$ cat config.mk
export PLATFORM = sky130hd
export DESIGN_NAME = strict_priority_multilevel_fifo_flat
export DESIGN_NICKNAME = d
export VERILOG_FILES = /design/src/hw/rtl/spmlf_pkg.sv /design/src/hw/rtl/spmlf_req_if.sv /design/src/hw/rtl/spmlf_rsp_if.sv /design/src/hw/rtl/strict_priority_multilevel_fifo.sv /design/src/hw/rtl/spmlf_ram.sv /design/src/hw/rtl/spmlf_ctrl.sv /design/src/hw/rtl/spmlf_dp.sv /design/src/flat_wrapper.sv
export SDC_FILE = /design/constraint.sdc
export NUM_CORES = 1
export LEC_CHECK = 0
export ABC_AREA = 1
export BUFFER_PORTS_ARGS = -buffer_cell sky130_fd_sc_hd__clkbuf_2
export CAP_MARGIN = 40
export CORE_MARGIN = 4
export CORE_UTILIZATION = 40
export DETAILED_ROUTE_END_ITERATION = 7
export GPL_TIMING_DRIVEN = 0
export PLACE_DENSITY = 0.52
export SYNTH_ARGS = -nofsm -noshare
export SYNTH_HDL_FRONTEND = slang
export SYNTH_SLANG_ARGS = --single-unit
$ cat constraint.sdc
create_clock -name clk -period 6.9 [get_ports clk]
set_input_delay 0.69 -clock clk [delete_from_list [all_inputs] [get_ports clk]]
set_output_delay 0.69 -clock clk [all_outputs]
set_load 0.1 [all_outputs]
$ cat src/hw/rtl/spmlf_pkg.sv
// Package for the strict priority multilevel FIFO scheduler.
// Holds sizes, request and status codes and the controller command struct.
// No dependencies; every other file of the block but spmlf_ram uses it.
package spmlf_pkg;

  localparam int LEVELS        = 4;
  localparam int LEVEL_DEPTH   = 16;
  localparam int BLOCKED_DEPTH = 16;
  localparam int PID_BITS      = 8;

  // Fixed field widths of the request and response transactions.
  localparam int ACTION_W = 2;
  localparam int PID_W    = 8;
  localparam int PRIO_W   = 3;
  localparam int STATUS_W = 2;

  // Derived sizes.
  localparam int LVL_W     = $clog2(LEVELS);
  localparam int SLOT_W    = $clog2(LEVEL_DEPTH);
  localparam int CNT_W     = $clog2(LEVEL_DEPTH + 1);
  localparam int RDEPTH    = LEVELS * LEVEL_DEPTH;
  localparam int RADDR_W   = $clog2(RDEPTH);
  localparam int BSLOT_W   = $clog2(BLOCKED_DEPTH);
  localparam int BCNT_W    = $clog2(BLOCKED_DEPTH + 1);
  localparam int BWIDTH    = PRIO_W + PID_BITS;
  localparam int PID_KEEP  = (PID_BITS < PID_W) ? PID_BITS : PID_W;

  typedef enum logic [ACTION_W-1:0] {
    ACT_ENQUEUE = 2'd0,
    ACT_DEQUEUE = 2'd1,
    ACT_BLOCK   = 2'd2,
    ACT_UNBLOCK = 2'd3
  } action_t;

  typedef enum logic [STATUS_W-1:0] {
    ST_DONE     = 2'd0,
    ST_EMPTY    = 2'd1,
    ST_FULL     = 2'd2,
    ST_BAD_PRIO = 2'd3
  } status_t;

  // Commands from the controller to the datapath.
  typedef struct packed {
    logic exec;  // execute the accepted request against the queue state
    logic load;  // move the finished result into the response register
  } spmlf_cmd_t;

endpackage

$ cat src/hw/rtl/spmlf_req_if.sv
// Request channel interface of the scheduler: valid, ready and the payload.
// Depends on spmlf_pkg for field widths.
interface spmlf_req_if;
  logic                          valid;
  logic                          ready;
  logic [spmlf_pkg::ACTION_W-1:0] action;
  logic [spmlf_pkg::PID_W-1:0]    pid;
  logic [spmlf_pkg::PRIO_W-1:0]   prio;

  modport source (output valid, action, pid, prio, input ready);
  modport sink   (input valid, action, pid, prio, output ready);
endinterface

$ cat src/hw/rtl/spmlf_rsp_if.sv
// Response channel interface of the scheduler: valid, ready and the payload.
// Depends on spmlf_pkg for field widths.
interface spmlf_rsp_if;
  logic                           valid;
  logic                           ready;
  logic [spmlf_pkg::STATUS_W-1:0] status;
  logic [spmlf_pkg::PID_W-1:0]    out_pid;
  logic [spmlf_pkg::PRIO_W-1:0]   out_prio;

  modport source (output valid, status, out_pid, out_prio, input ready);
  modport sink   (input valid, status, out_pid, out_prio, output ready);
endinterface

$ cat src/hw/rtl/strict_priority_multilevel_fifo.sv
// Top level of the strict priority multilevel FIFO scheduler.
// Depends on spmlf_pkg, spmlf_req_if, spmlf_rsp_if, spmlf_ctrl and spmlf_dp.
//
//   Channel  Role   Payload                      Meaning
//   req      sink   action, pid, prio            one scheduling request
//   rsp      source status, out_pid, out_prio    one result per request
//
// Each request passes through the idle and finish states: in the accept cycle
// the queue pointers are updated and the queue memory is written or read; in
// the next cycle the registered read data forms the result, which enters the
// response register. The request side is ready again in the cycle after that,
// so a new request is taken only after the last result has been loaded.
// A stalled response holds the result in the finish state and the next request
// waits; a completed result may sit in the response register while the next
// request is accepted. Reset empties every FIFO at once; no clearing pass.
module strict_priority_multilevel_fifo (
  input logic        clk,
  input logic        rst,
  spmlf_req_if.sink   req,
  spmlf_rsp_if.source rsp
);
  import spmlf_pkg::*;

  spmlf_cmd_t cmd;

  // Sequencing and the response valid flag live in the controller.
  spmlf_ctrl u_ctrl (
    .clk       (clk),
    .rst       (rst),
    .req_valid (req.valid),
    .req_ready (req.ready),
    .rsp_valid (rsp.valid),
    .rsp_ready (rsp.ready),
    .cmd       (cmd)
  );

  // Queue pointers, the two queue memories and the response payload.
  spmlf_dp u_dp (
    .clk      (clk),
    .rst      (rst),
    .cmd      (cmd),
    .action   (req.action),
    .pid      (req.pid),
    .prio     (req.prio),
    .status   (rsp.status),
    .out_pid  (rsp.out_pid),
    .out_prio (rsp.out_prio)
  );

  // A request is executed exactly when the request transaction completes.
  a_exec_on_accept: assert property (@(posedge clk) disable iff (rst)
    cmd.exec == (req.valid && req.ready))
    else $error("request executed without a matching transaction");

  // A request cannot follow directly behind one just accepted.
  a_one_in_flight: assert property (@(posedge clk) disable iff (rst)
    (req.valid && req.ready) |=> !req.ready && !cmd.exec)
    else $error("second request accepted while one is in flight");

  // The result is loaded only when the response register is free.
  a_load_when_free: assert property (@(posedge clk) disable iff (rst)
    cmd.load |-> (!rsp.valid || rsp.ready))
    else $error("result loaded over an untaken response");

  // Every load presents a response in the following cycle.
  a_load_shows: assert property (@(posedge clk) disable iff (rst)
    cmd.load |=> rsp.valid)
    else $error("loaded result not presented");

endmodule

$ cat src/hw/rtl/spmlf_ram.sv
// Generic single-port-write, single-port-read RAM with registered read data.
// No dependencies.
module spmlf_ram #(
  parameter int WIDTH = 8,
  parameter int DEPTH = 16
) (
  input  logic                     clk,
  input  logic                     we,
  input  logic [$clog2(DEPTH)-1:0] waddr,
  input  logic [WIDTH-1:0]         wdata,
  input  logic                     re,
  input  logic [$clog2(DEPTH)-1:0] raddr,
  output logic [WIDTH-1:0]         rdata
);

  logic [WIDTH-1:0] mem [DEPTH];

  always_ff @(posedge clk) begin
    if (we) begin
      mem[waddr] <= wdata;
    end
    if (re) begin
      rdata <= mem[raddr];
    end
  end

endmodule

$ cat src/hw/rtl/spmlf_ctrl.sv
// Controller of the scheduler: request/response handshake and sequencing.
// Depends on spmlf_pkg for the command struct.
module spmlf_ctrl (
  input  logic                  clk,
  input  logic                  rst,
  input  logic                  req_valid,
  output logic                  req_ready,
  output logic                  rsp_valid,
  input  logic                  rsp_ready,
  output spmlf_pkg::spmlf_cmd_t cmd
);
  import spmlf_pkg::*;

  typedef enum logic {
    S_IDLE,
    S_FINISH
  } state_t;

  state_t state;
  logic   out_free;

  assign out_free  = !rsp_valid || rsp_ready;
  assign req_ready = (state == S_IDLE);

  always_comb begin
    cmd.exec = (state == S_IDLE) && req_valid;
    cmd.load = (state == S_FINISH) && out_free;
  end

  always_ff @(posedge clk) begin
    if (rst) begin
      state     <= S_IDLE;
      rsp_valid <= 1'b0;
    end else begin
      case (state)
        S_IDLE: begin
          if (req_valid) begin
            state <= S_FINISH;
          end
          if (rsp_ready) begin
            rsp_valid <= 1'b0;
          end
        end
        S_FINISH: begin
          if (out_free) begin
            state     <= S_IDLE;
            rsp_valid <= 1'b1;
          end
        end
        default: begin
          state     <= S_IDLE;
          rsp_valid <= 1'b0;
        end
      endcase
    end
  end

endmodule

$ cat src/hw/rtl/spmlf_dp.sv
// Datapath of the scheduler: FIFO pointers, queue memories and result register.
// Depends on spmlf_pkg and spmlf_ram.
module spmlf_dp (
  input  logic                           clk,
  input  logic                           rst,
  input  spmlf_pkg::spmlf_cmd_t          cmd,
  input  logic [spmlf_pkg::ACTION_W-1:0] action,
  input  logic [spmlf_pkg::PID_W-1:0]    pid,
  input  logic [spmlf_pkg::PRIO_W-1:0]   prio,
  output logic [spmlf_pkg::STATUS_W-1:0] status,
  output logic [spmlf_pkg::PID_W-1:0]    out_pid,
  output logic [spmlf_pkg::PRIO_W-1:0]   out_prio
);
  import spmlf_pkg::*;

  typedef enum logic [1:0] {
    SRC_NONE,
    SRC_READY,
    SRC_BLOCKED
  } src_t;

  // Per-level ready FIFO pointers and the blocked FIFO pointers.
  logic [SLOT_W-1:0]  head  [LEVELS];
  logic [CNT_W-1:0]   count [LEVELS];
  logic [BSLOT_W-1:0] bhead;
  logic [BCNT_W-1:0]  bcount;

  // Result held between execution and the response register.
  status_t       res_status;
  src_t          res_src;
  logic [LVL_W-1:0] res_lvl;

  // Memory ports.
  logic               r_we, r_re, b_we, b_re;
  logic [RADDR_W-1:0] r_waddr, r_raddr;
  logic [PID_BITS-1:0] r_wdata, r_rdata;
  logic [BSLOT_W-1:0] b_waddr, b_raddr;
  logic [BWIDTH-1:0]  b_wdata, b_rdata;

  // Decode of the current request.
  action_t             act;
  logic [LVL_W-1:0]    enq_lvl;
  logic                bad_prio;
  logic [LVL_W-1:0]    pop_lvl;
  logic                any_ready;
  logic [CNT_W:0]      enq_sum;
  logic [SLOT_W-1:0]   enq_slot;
  logic [BCNT_W:0]     blk_sum;
  logic [BSLOT_W-1:0]  blk_slot;
  logic [PID_BITS-1:0] pid_kept;
  status_t             status_next;
  src_t                src_next;
  logic                push_ready, pop_ready, push_blocked, pop_blocked;

  assign act      = action_t'(action);
  assign enq_lvl  = prio[LVL_W-1:0];
  assign bad_prio = ({1'b0, prio} >= (PRIO_W+1)'(LEVELS));
  assign pid_kept = PID_BITS'(pid[PID_KEEP-1:0]);

  // The lowest-numbered non-empty level wins.
  always_comb begin
    pop_lvl   = '0;
    any_ready = 1'b0;
    for (int i = LEVELS - 1; i >= 0; i--) begin
      if (count[i] != '0) begin
        pop_lvl   = LVL_W'(i);
        any_ready = 1'b1;
      end
    end
  end

  // Tail slots: head plus fill, folded once back into the ring.
  always_comb begin
    enq_sum  = (CNT_W+1)'(head[enq_lvl]) + (CNT_W+1)'(count[enq_lvl]);
    enq_slot = (enq_sum >= (CNT_W+1)'(LEVEL_DEPTH))
             ? SLOT_W'(enq_sum - (CNT_W+1)'(LEVEL_DEPTH)) : SLOT_W'(enq_sum);
    blk_sum  = (BCNT_W+1)'(bhead) + (BCNT_W+1)'(bcount);
    blk_slot = (blk_sum >= (BCNT_W+1)'(BLOCKED_DEPTH))
             ? BSLOT_W'(blk_sum - (BCNT_W+1)'(BLOCKED_DEPTH)) : BSLOT_W'(blk_sum);
  end

  always_comb begin
    status_next  = ST_DONE;
    src_next     = SRC_NONE;
    push_ready   = 1'b0;
    pop_ready    = 1'b0;
    push_blocked = 1'b0;
    pop_blocked  = 1'b0;
    case (act)
      ACT_ENQUEUE: begin
        if (bad_prio) begin
          status_next = ST_BAD_PRIO;
        end else if (count[enq_lvl] == CNT_W'(LEVEL_DEPTH)) begin
          status_next = ST_FULL;
        end else begin
          push_ready = 1'b1;
        end
      end
      ACT_DEQUEUE: begin
        if (!any_ready) begin
          status_next = ST_EMPTY;
        end else begin
          pop_ready = 1'b1;
          src_next  = SRC_READY;
        end
      end
      ACT_BLOCK: begin
        if (bcount == BCNT_W'(BLOCKED_DEPTH)) begin
          status_next = ST_FULL;
        end else begin
          push_blocked = 1'b1;
        end
      end
      ACT_UNBLOCK: begin
        if (bcount == '0) begin
          status_next = ST_EMPTY;
        end else begin
          pop_blocked = 1'b1;
          src_next    = SRC_BLOCKED;
        end
      end
      default: begin
        status_next = ST_DONE;
      end
    endcase
  end

  assign r_we    = cmd.exec && push_ready;
  assign r_waddr = RADDR_W'(enq_lvl) * RADDR_W'(LEVEL_DEPTH) + RADDR_W'(enq_slot);
  assign r_wdata = pid_kept;
  assign r_re    = cmd.exec && pop_ready;
  assign r_raddr = RADDR_W'(pop_lvl) * RADDR_W'(LEVEL_DEPTH) + RADDR_W'(head[pop_lvl]);
  assign b_we    = cmd.exec && push_blocked;
  assign b_waddr = blk_slot;
  assign b_wdata = {prio, pid_kept};
  assign b_re    = cmd.exec && pop_blocked;
  assign b_raddr = bhead;

  spmlf_ram #(.WIDTH(PID_BITS), .DEPTH(RDEPTH)) u_ready_ram (
    .clk   (clk),
    .we    (r_we),
    .waddr (r_waddr),
    .wdata (r_wdata),
    .re    (r_re),
    .raddr (r_raddr),
    .rdata (r_rdata)
  );

  spmlf_ram #(.WIDTH(BWIDTH), .DEPTH(BLOCKED_DEPTH)) u_blocked_ram (
    .clk   (clk),
    .we    (b_we),
    .waddr (b_waddr),
    .wdata (b_wdata),
    .re    (b_re),
    .raddr (b_raddr),
    .rdata (b_rdata)
  );

  always_ff @(posedge clk) begin
    if (rst) begin
      for (int i = 0; i < LEVELS; i++) begin
        head[i]  <= '0;
        count[i] <= '0;
      end
      bhead  <= '0;
      bcount <= '0;
    end else if (cmd.exec) begin
      if (push_ready) begin
        count[enq_lvl] <= count[enq_lvl] + CNT_W'(1);
      end
      if (pop_ready) begin
        count[pop_lvl] <= count[pop_lvl] - CNT_W'(1);
        head[pop_lvl]  <= (head[pop_lvl] == SLOT_W'(LEVEL_DEPTH - 1))
                        ? '0 : head[pop_lvl] + SLOT_W'(1);
      end
      if (push_blocked) begin
        bcount <= bcount + BCNT_W'(1);
      end
      if (pop_blocked) begin
        bcount <= bcount - BCNT_W'(1);
        bhead  <= (bhead == BSLOT_W'(BLOCKED_DEPTH - 1)) ? '0 : bhead + BSLOT_W'(1);
      end
    end
  end

  // Result bookkeeping and the response payload register.
  always_ff @(posedge clk) begin
    if (cmd.exec) begin
      res_status <= status_next;
      res_src    <= src_next;
      res_lvl    <= pop_lvl;
    end
    if (cmd.load) begin
      status <= res_status;
      case (res_src)
        SRC_READY: begin
          out_pid  <= PID_W'(r_rdata[PID_KEEP-1:0]);
          out_prio <= PRIO_W'(res_lvl);
        end
        SRC_BLOCKED: begin
          out_pid  <= PID_W'(b_rdata[PID_KEEP-1:0]);
          out_prio <= b_rdata[PID_BITS +: PRIO_W];
        end
        default: begin
          out_pid  <= '0;
          out_prio <= '0;
        end
      endcase
    end
  end

endmodule
$ cat src/flat_wrapper.sv
// flat-port wrapper written by rule: the top's interface ports become plain ports
module strict_priority_multilevel_fifo_flat import spmlf_pkg::*;
  (clk, rst, req_valid, req_action, req_pid, req_prio, req_ready, rsp_valid, rsp_status, rsp_out_pid, rsp_out_prio, rsp_ready);
  spmlf_req_if req_i ();
  spmlf_rsp_if rsp_i ();
  input logic clk;
  input logic rst;
  input wire logic [$bits(req_i.valid)-1:0] req_valid;
  input wire logic [$bits(req_i.action)-1:0] req_action;
  input wire logic [$bits(req_i.pid)-1:0] req_pid;
  input wire logic [$bits(req_i.prio)-1:0] req_prio;
  output wire logic [$bits(req_i.ready)-1:0] req_ready;
  output wire logic [$bits(rsp_i.valid)-1:0] rsp_valid;
  output wire logic [$bits(rsp_i.status)-1:0] rsp_status;
  output wire logic [$bits(rsp_i.out_pid)-1:0] rsp_out_pid;
  output wire logic [$bits(rsp_i.out_prio)-1:0] rsp_out_prio;
  input wire logic [$bits(rsp_i.ready)-1:0] rsp_ready;
  assign req_i.valid = req_valid;
  assign req_i.action = req_action;
  assign req_i.pid = req_pid;
  assign req_i.prio = req_prio;
  assign req_ready = req_i.ready;
  assign rsp_valid = rsp_i.valid;
  assign rsp_status = rsp_i.status;
  assign rsp_out_pid = rsp_i.out_pid;
  assign rsp_out_prio = rsp_i.out_prio;
  assign rsp_i.ready = rsp_ready;
  strict_priority_multilevel_fifo u_core (.clk(clk), .rst(rst), .req(req_i), .rsp(rsp_i));
endmodule
== Word level (Yosys, flattened, before mapping) ==
Memory sizes are Yosys's and may differ from the RTL's. A register that Yosys moved wholly into a read port is not among the register bits.
Cells that the tools add are included.
Storage, ports and cells
  flip-flop bits (word level): 30
  bits in latches: 0
  bits in writable memories: 724
  bits in read-only memories: 0
  input port bits: 17
  output and inout bits: 15
  logic and storage cells: 125
  memories kept: 4
Memories
  u_core.u_dp.u_ready_ram.mem: words 64, width 8, rd ports 1, clocked after Yosys merged registers in 1, write ports 1, RTL line spmlf_ram.sv:16  | logic [WIDTH-1:0] mem [DEPTH];
  u_core.u_dp.u_blocked_ram.mem: words 16, width 11, rd ports 1, clocked after Yosys merged registers in 1, write ports 1, RTL line spmlf_ram.sv:16
  u_core.u_dp.count: words 4, width 5, rd ports 6, clocked after Yosys merged registers in 0, write ports 4, RTL line spmlf_dp.sv:24  | logic [CNT_W-1:0] count [LEVELS];
  u_core.u_dp.head: words 4, width 4, rd ports 2, clocked after Yosys merged registers in 0, write ports 4, RTL line spmlf_dp.sv:23  | logic [SLOT_W-1:0] head [LEVELS];
Operators by class
  add/sub/neg operators: 12
  multiply operators: 0
  div/mod/pow operators: 0
  magnitude comparators: 3
  eq/ne operators: 11
  shift-type cells: 0
  mux-type cells: 63
  bitwise operators: 1
  reductions and logical operators: 21
Operators with widths (number)
  $mux W1: 37
  $mux W2: 11
  $mux W4: 5
  $mux W5: 4
  $reduce_bool A5 Y1: 4
  $pmux W8 S2: 1
  $add A4 B5 Y6: 2
  $add A6 B4 Y6: 2
  $ge A6 B5 Y1 const B: 2
  $add A5 B1 Y5 const B: 2
  $eq A5 B5 Y1 const B: 2
  $reduce_or A5 Y1: 2
  $sub A5 B1 Y5 const B: 2
  $add A4 B1 Y4 const B: 2
  $eq A4 B4 Y1 const B: 2
  $pmux W2 S4: 1
  $sub A4 B1 Y4 const B: 2
  $eq A2 B2 Y1 const B: 3
  $logic_and A1 B1 Y1: 6
  $pmux W3 S2: 1
  $reduce_and A2 Y1: 3
  $logic_not A5 Y1: 1
  $eq A2 B1 Y1 const B: 2
  $ne A2 B1 Y1 const B: 2
  other kinds (9): 10

== Longest topological paths before layout ==
Gate-level depths: netlist of the first run.
An unclocked memory read counts as a cell.
  depth after elaboration: 14
  depth in mapped cells: 19
  gate-level depth less buffers: 17

== Hierarchy ==
Synthesis of the first run repeated with hierarchy kept, for this count alone.
Second synthesis, totals
  cell total of the unflattened synthesis: 3038
  area, all modules: 33482.1 um^2
Modules (own cells, without submodules)
  spmlf_ram (u_core.u_dp.u_ready_ram): instances 1, cells each 1805, area an instance 21419.3 um^2, sequential area each 15615.0 um^2
  spmlf_ram (u_core.u_dp.u_blocked_ram): instances 1, cells each 747, area an instance 7962.6 um^2, sequential area each 5615.4 um^2
  spmlf_dp: instances 1, cells each 475, area an instance 4016.4 um^2, sequential area each 1831.8 um^2
  spmlf_ctrl: instances 1, cells each 11, area an instance 83.8 um^2, sequential area each 40.0 um^2

== Worst setup path before layout of the first run ==
Ideal clock, no wire load.
  kind: input port to flip-flop
  start point: input req_prio[0]
  end point: memory u_core.u_dp.u_ready_ram.mem[22][0] (netlist: u_core.u_dp.u_ready_ram.mem[11][0]), enable pin
  setup time: 0.370 ns
  arrival: 3.131 ns
  required time: 6.530 ns
  setup slack: 3.398 ns
  stages: 14
  buffers on the path: 0
  cells stage by stage: nor2_2 -> inv_1 -> o22ai_1 -> a21oi_1 -> o21ai_0 -> ha_1 -> inv_1 -> fa_1 -> or2_2 -> nand2_1 -> inv_1 -> nor2_1 -> nand2_1 -> nor2_1
On the way
  word-level cells in the longest chain between the ends: 8
  elaborated cells between the ends (all ways): 15
  classes of those cells: 3 x add/sub; 2 x order compare; 1 x eq/ne; 6 x mux; 1 x reduce/logical; 2 x memory
RTL lines
  start, declared: RTL line flat_wrapper.sv:11  | input wire logic [$bits(req_i.prio)-1:0] req_prio;
  branches (longest 8 deep; another with $add A4 B5 Y6)
  end, declared: RTL line spmlf_ram.sv:16
Several ways; the timed one is not identified.

== Final worst setup path of the first run ==
  start point: input req_prio[0]
  end point: memory u_core.u_dp.u_ready_ram.mem[118][1] (netlist: u_core.u_dp.u_ready_ram.mem[59][1]), enable pin
Same word-level chain as after synthesis.

==> results of run 1 <==
==> metal layers <==
layer | routed length, µm | vias up | part of all wire
met5 | 0 | - | 0
met4 | 3765 | 0 | 0.038
met3 | 6425 | 201 | 0.065
met2 | 47000 | 885 | 0.48
met1 | 41340 | 11400 | 0.42
li1 | - | 10910 | -
==> where the power goes <==
group | switching (mW) | leakage, nW | internal [mW] | total [mW]
registers | 0.0158 | 7.00 | 5.20 | 5.21
clock network | 1.89 | 1.40 | 2.75 | 4.64
logic | 0.675 | 7.04 | 0.217 | 0.892
==> how the worst max path moves through the flow <==
stage                                                    to  cells past startpoint  slack, ns
6_report       u_core.u_dp.u_ready_ram.mem[59][1]$_DFFE_PP_                     15       1.79
5_1_grt        u_core.u_dp.u_ready_ram.mem[59][6]$_DFFE_PP_                     15       1.56
2_1_floorplan  u_core.u_dp.u_ready_ram.mem[11][0]$_DFFE_PP_                     14       3.40
4_1_cts        u_core.u_dp.u_ready_ram.mem[59][1]$_DFFE_PP_                     15       1.82
3_3_place_gp   u_core.u_dp.u_ready_ram.mem[58][0]$_DFFE_PP_                     15       1.15
3_5_place_dp   u_core.u_dp.u_ready_ram.mem[59][0]$_DFFE_PP_                     15       1.12
==> registers in the layout (all words and copies together), names as in the netlist, 3 cells and up <==
name	flops
u_core.u_dp.b_raddr	4
u_core.u_dp.bcount	5
u_core.u_dp.count	20
u_core.u_dp.head	16
u_core.u_dp.out_pid	8
u_core.u_dp.out_prio	3
u_core.u_dp.u_blocked_ram.mem	176
u_core.u_dp.u_blocked_ram.rdata	11
u_core.u_dp.u_ready_ram.mem	512
u_core.u_dp.u_ready_ram.rdata	8
==> synthesized netlist by cell type, drive strengths merged, types with 4 or more instances <==
master  count  area, µm²
nand2     741       2811
inv       515       1933
dfxtp      11      220.2
o211ai      5      37.54
nand3     509       2565
nand3b      8      60.06
a22oi       4      30.03
o32ai      25      219.0
mux2i      20      200.2
xor2        7      61.31
edfxtp    762      22880
ha         16      200.2
o21ai      68      344.1
nor2      247      962.2
clkbuf     45      168.9
buf       103      563.0
a21oi      34      173.9
o221ai     24      216.5
xnor2       7      61.31
o22ai       5      31.28
==> area by class of cell <==
type	instances	area share
buffer	148	0.01889
clock buffer	107	0.05940
clock inverter	48	0.01511
inverter	517	0.05011
multi-input combinational	1737	0.2101
sequential	773	0.5961
tap	1134	0.03661
timing repair buffer	58	0.01369
==> worst reg2reg max path, delay by kind of cell (launching register included) <==
kind / cells / cell delay (ns)
buffers and inverters: 3 / 0.24
flip-flops: 1 / 0.32
AO/OA/AOI/OAI: 1 / 0.66
AND/OR/NAND/NOR: 5 / 2.04
adder cells (fa/ha/maj): 2 / 0.74
==> logic make-up (layout without fill, tap and decap cells) <==
kind of cell,count (synthesis),count (layout),synth area share
AO/OA/AOI/OAI,171,171,0.03232
XOR/XNOR,14,14,0.003615
adder cells (fa/ha/maj),19,19,0.007673
buffers and inverters,665,878,0.07883
flip-flops,773,773,0.6811
multiplexers,20,20,0.005902
AND/OR/NAND/NOR,1513,1513,0.1905
==> metrics by stage <==
step	std cells	total power, mW	area [µm²]	util	hold WS (ns)
global route	4522	11.10	38750	0.4624	0.3014
global placement	4340	6.176	35490	0.4234	0.4034
finish	4522	10.75	38750	0.4624	0.3048
CTS	4522	10.83	38750	0.4624	0.2714
detailed placement	4367	6.197	35870	0.4279	0.4045
floorplan	3175	5.800	33920	-	0.4003
==> reports/qor.yml, run 1 <==
synthesis:
  synth_ff_type: "edfxtp_1"
  synthArstFlopShare: 0
  synth_area_um2: 33920
  syn_inst: 3175
  ys_ff_latch: 773
  avgSynthCellArea_um2: 10.68
  yosysWarnings: 0
  syn_nets: 3211
  synth_cell_types: 48
  synth_edf_count: 762
  seq_area_frac_synth: 0.6811
timing:
  rsz0062_at_grt: "false"
  slew_headroom: 0.3675
  finalHoldViolations: 0
  fmax_mhz: 195.8
  setup_viol: 0
  fin_setup_tns_ns: 0
  fin_skew_ns: 0.03477
  worst_slack_ns: 1.792
  finalMaxSlewViolations: 0
  min_period_over_period: 0.7403
  period_needed_ns: 5.108
  worstMarginPinSlew_ns: 0.9464
clock_network:
  postCtsHoldBufs: 0
  ctsResizeCount: 0
  cts_tree: "done"
  clock_latency_ns: 0.66
  path_clk_slew_ns: 0.06
  h-tree-depth: 3
  clock_sink_count: 773
  cts_buffers: 87
  cts_setup_buffers: 0
  clk_path_buf_depth: 3
  cts_root_buf: "clkbuf_16"
critical_path:
  crit_slowest_cell: "nor2_1"
  startpoint: "req_prio[0]"
  r2r-end: "u_core.u_dp.u_ready_ram.mem[59][1]$_DFFE_PP_"
  r2r-start: "u_core.u_dp.count[2][0]$_SDFFCE_PN0P_"
  worst-path-buf-inv: 4
  path_cells: "clkbuf_2 -> nor2_2 -> inv_1 -> o22ai_1 -> a21oi_1 -> o21ai_0 -> ha_1 -> inv_1 -> fa_1 -> or2_2 -> nand2_1 -> inv_1 -> nor2_1 -> nand2_1 -> nor2_1"
  r2r_slack_ns: 2.52
  crit_top_cell: "inv_1"
  worstRegToRegCells: 11
  worstPathArrival_ns: 5.37
  critPathTopFamily: "simple AND/OR/NAND/NOR gates"
  end_kind: "register"
  start_kind: "primary input"
  cp.required_ns: 7.16
  worstSetupPathType: "primary input to register"
  max_stage_delay_ns: 0.87
  critPathMaxFanout: 20
floorplan:
  die_y_um: 299.2
  die-area_um2: 89520
  core_um2: 83820
  die_w_um: 299.2
  rows: 106
  start_util: 0.4046
  boundaryPins: 32
pwr:
  cellLeakagePower_nw: 15.44
  power_density_nw_per_um2: 277.4
  vdd_ir_drop_max_mv: 0.1795
min_path:
  min_to: "u_core.u_ctrl.state$_SDFF_PP0_"
  hp-class: "primary input to register"
  min_from: "req_valid"
  min_path_cells: 3
final_layout:
  diodes: 0
  final_cell_mix: "762 x edfxtp_1, 733 x nand2_1, 507 x nand3_1, 503 x inv_1, 239 x nor2_1"
  seq_area_um2: 23100
  multi_input_area_um2: 8142
  area_growth_pct: 14.26
  final_common_cell: "edfxtp_1"
  drive_gt1_frac: 0.09238
  fin_nets: 3358
  fillers: 7869
placement:
  gp_congestion: 0.9314
  pre_cts_ws_ns: 1.123
  port_buffers: 31
  hpwl_um: 68800
detailed_routing:
  first_pass_iters: 6
  postRouteAntennaNets: 0
  viasPerCell: 5.174
  routed_wl_um: 98530
  num_vias: 23400
  wl_per_cell_um: 21.79
  drt_iter0_drc: 2326
  drc: 0
status:
  status: "finished, final reports clean"
grt:
  grt_pass1_wl_um: 145600
  grt-busiest-layer: "met2"
  grt_pass1_vias: 22760
  grt_util_all_layers: 0.2181
  grt_max_degree: 56
  grt.overflow.total: 0
  met1_usage: 0.2920
  met2_usage: 0.3637
  gr-usage-met3: 0.03071
  antenna_found_initial: 0
job:
  drv_cap: 0
Power figures use the tool's default switching activity.
==> inputs of run 2 (changes only) <==
- ABC_AREA: 1 -> 0
- PLACE_DENSITY: 0.52 -> 0.54
- clock period: 6.9 -> 4.18 ns (I/O delays scaled with it)
==> run 2 against run 1 <==
The flow now finishes with violations (negative setup slack). Non-clock buffer count is 17 lower. Synthesized cell count is 38% lower. Worst hold slack worse by 0.25 ns. First-iteration DRC count is 28% lower.
==> reports/qor.yml, run 2 <==
final_layout:
  diodes: 0
  fin_util: 0.4822
  final_cell_mix: "762 x edfxtp_1, 191 x nand2_1, 139 x nor2_1, 103 x mux2i_1, 86 x clkbuf_16"
  fin_nets: 2165
  fillers: 6622
  fin_cells: 3236
  drive_gt1_frac: 0.2382
  multi_input_area_um2: 8987
  area_growth_pct: 18.84
  largest_reg_flops: 512
  seq_area_um2: 23100
  finalInstanceArea_um2: 37540
  top_regs: "u_core.u_dp.u_ready_ram.mem x512, u_core.u_dp.u_blocked_ram.mem x176, u_core.u_dp.count x20"
  final_common_cell: "edfxtp_1"
  regMostFlops: "u_core.u_dp.u_ready_ram.mem"
clock_network:
  cts_tree: "done"
  path_clk_slew_ns: 0.06
  clock_latency_ns: 0.63
  h-tree-depth: 3
  cts_buffers: 84
  clock_sink_count: 773
  postCtsHoldBufs: 0
  clk_path_buf_depth: 3
  cts_root_buf: "clkbuf_16"
floorplan:
  core_um2: 77850
  die_y_um: 289.0
  boundaryPins: 32
  die_w_um: 289.0
  rows: 102
  start_util: 0.4058
  die-area_um2: 83540
detailed_routing:
  postRouteAntennaNets: 0
  routed_wl_um: 83950
  first_pass_iters: 5
  viasPerCell: 5.566
  num_vias: 18010
  drt_iter0_drc: 1669
  drc: 0
  wl_per_cell_um: 25.94
pwr:
  vdd_ir_drop_max_mv: 0.3264
  cellLeakagePower_nw: 12.21
  power_density_nw_per_um2: 455.0
placement:
  placed_area_um2: 33550
  dp.cells: 3079
  hpwl_um: 56320
  port_buffers: 30
  pre_cts_ws_ns: -1.552
  gp_congestion: 0.8693
timing:
  finalMaxSlewViolations: 0
  fmax_mhz: 237.7
  rsz0062_at_grt: "true"
  slew_headroom: 0.4690
  period_needed_ns: 4.208
  setup_viol: 1
  worstMarginPinSlew_ns: 0.7965
  fin_skew_ns: 0.02756
  worst_slack_ns: -0.02755
  min_period_over_period: 1.007
  whs_ns: 0.05570
  finalHoldViolations: 0
critical_path:
  worst-path-buf-inv: 4
  crit_slowest_cell: "nor2_2"
  worstRegToRegCells: 10
  cp.required_ns: 4.44
  crit_cells: 12
  worstPathArrival_ns: 4.46
  worstSetupPathType: "primary input to register"
  critPathTopFamily: "simple AND/OR/NAND/NOR gates"
  critPathMaxFanout: 17
  end_kind: "register"
  max_stage_delay_ns: 0.56
  path_cells: "clkbuf_2 -> clkbuf_1 -> mux4_2 -> inv_1 -> ha_1 -> nor4bb_1 -> or2_2 -> nor4_2 -> clkdlybuf4s15_2 -> nor2b_2 -> nand2_2 -> nor2_2"
  start_kind: "primary input"
synthesis:
  synth_top_cell_by_area: "edfxtp_1"
  yosysTopAreaCellShare: 0.7243
  synth_cell_types: 55
  seq_area_frac_synth: 0.7313
  syn_nets: 2002
  yosys.area_share.adder: 0.008238
  avgSynthCellArea_um2: 16.07
  synth_area_um2: 31590
  synth_mux_area_frac: 0.09478
  synthArstFlopShare: 0
  yosysWarnings: 0
  synth_ff_type: "edfxtp_1"
  synth_top_family_by_area: "multiplexers"
  synth-simple-area-share: 0.08460
  yosysMostFrequentCell: "edfxtp_1"
  synth_common_cells: "762 x edfxtp_1, 204 x nor2_1, 200 x nand2_1, 109 x mux2i_1, 81 x mux4_2"
  ys_top_cells_by_area: "edfxtp_1 72%, mux4_2 5.8%, mux2i_1 3.5%, nor2_1 2.4%, nand2_1 2.4%"
  synth_compound_area_frac: 0.05430
  synthXorXnorAreaFrac: 0.006099
  syn_inst: 1966
  synth_edf_count: 762
  ys_ff_latch: 773
grt:
  antenna_found_initial: 0
  grt_pass1_wl_um: 123000
  grt_pass1_vias: 18260
  grt_util_all_layers: 0.2020
  grt_max_degree: 73
  grt.overflow.total: 0
status:
  violations: "negative setup slack"
  status: "complete, but fails checks"
min_path:
  hp-class: "primary input to register"
  min_path_cells: 3
job:
  drv_cap: 0
-- run 2: cell count changes in the layout (fill, tap and decap cells not counted), sizes merged, moves of 61 or more --
cell   delta
nand3   -455
o21ai    -61
nand2   -541
inv     -489
mux4     +81
mux2i    +89
-- run 2: repair_timing --
item | in CTS | in global routing
setup endpoints to repair | 536 | 453
buffers inserted | 1 | 3
pin swaps | 7 | 9
cloned | 0 | 0
gates resized for setup | 217 | 97
-- run 2: power breakdown --
part	internal [mW]	switching, mW
combinational	0.385	0.903
clock	4.16	3.03
sequential	8.57	0.0264
-- run 2: worst reg2reg max path: stages (launching register included) --
cell and delay [ns]:
edfxtp_1 0.46, mux4_2 0.34, inv_1 0.10, ha_1 0.20, nor4bb_1 0.15, or2_2 0.31
nor4_2 0.37, clkdlybuf4s15_2 0.32, nor2b_2 0.40, nand2_2 0.50, nor2_2 0.57
-- run 2: cells by family after synthesis --
group / Yosys count
flip-flops: 773
AND/OR/NAND/NOR: 599
AO/OA/AOI/OAI: 218
multiplexers: 197
buffers and inverters: 138
XOR/XNOR: 22
adder cells (fa/ha/maj): 19
-- run 2: cell type report --
type | count | share of cell area
well taps | 1040 | 0.03466
inverters | 26 | 0.002766
flip-flops and latches | 773 | 0.6154
clock inverters | 48 | 0.01206
plain buffers | 111 | 0.01803
repair buffers | 78 | 0.01850
clock buffers | 105 | 0.05922
multi-input cells | 1055 | 0.2394
-- run 2: path summary, 6_finish.rpt --
kind	from	end	slack, ns
setup / recovery	req_prio[1]	u_core.u_dp.u_ready_ram.mem[10][6]$_DFFE_PP_	-0.03
hold / removal	req_valid	u_core.u_ctrl.state$_SDFF_PP0_	0.06
setup reg to reg	u_core.u_dp.count[1][1]$_SDFFCE_PN0P_	u_core.u_dp.u_ready_ram.mem[10][6]$_DFFE_PP_	0.08
hold reg to reg	u_core.u_dp.res_status[1]$_DFFE_PP_	u_core.u_dp.status[1]$_DFFE_PP_	0.42
-- run 2: metrics by stage --
step	power [mW]	TNS [ns]
floorplan	9.378	0
global placement	9.843	-722.50
detailed placement	9.877	-649.88
CTS	17.16	-2.969
global route	17.64	-17.72
finish	17.08	-0.02755
-- run 2: metal layers --
| layer | track usage | share of wire | up-vias |
|---|---|---|---|
| li1 | - | - | 8018 |
| met1 | 0.2816 | 0.43 | 9236 |
| met2 | 0.3283 | 0.48 | 589 |
| met3 | 0.02793 | 0.055 | 168 |
| met4 | 0.07045 | 0.031 | 0 |
| met5 | 0 | 0 | - |
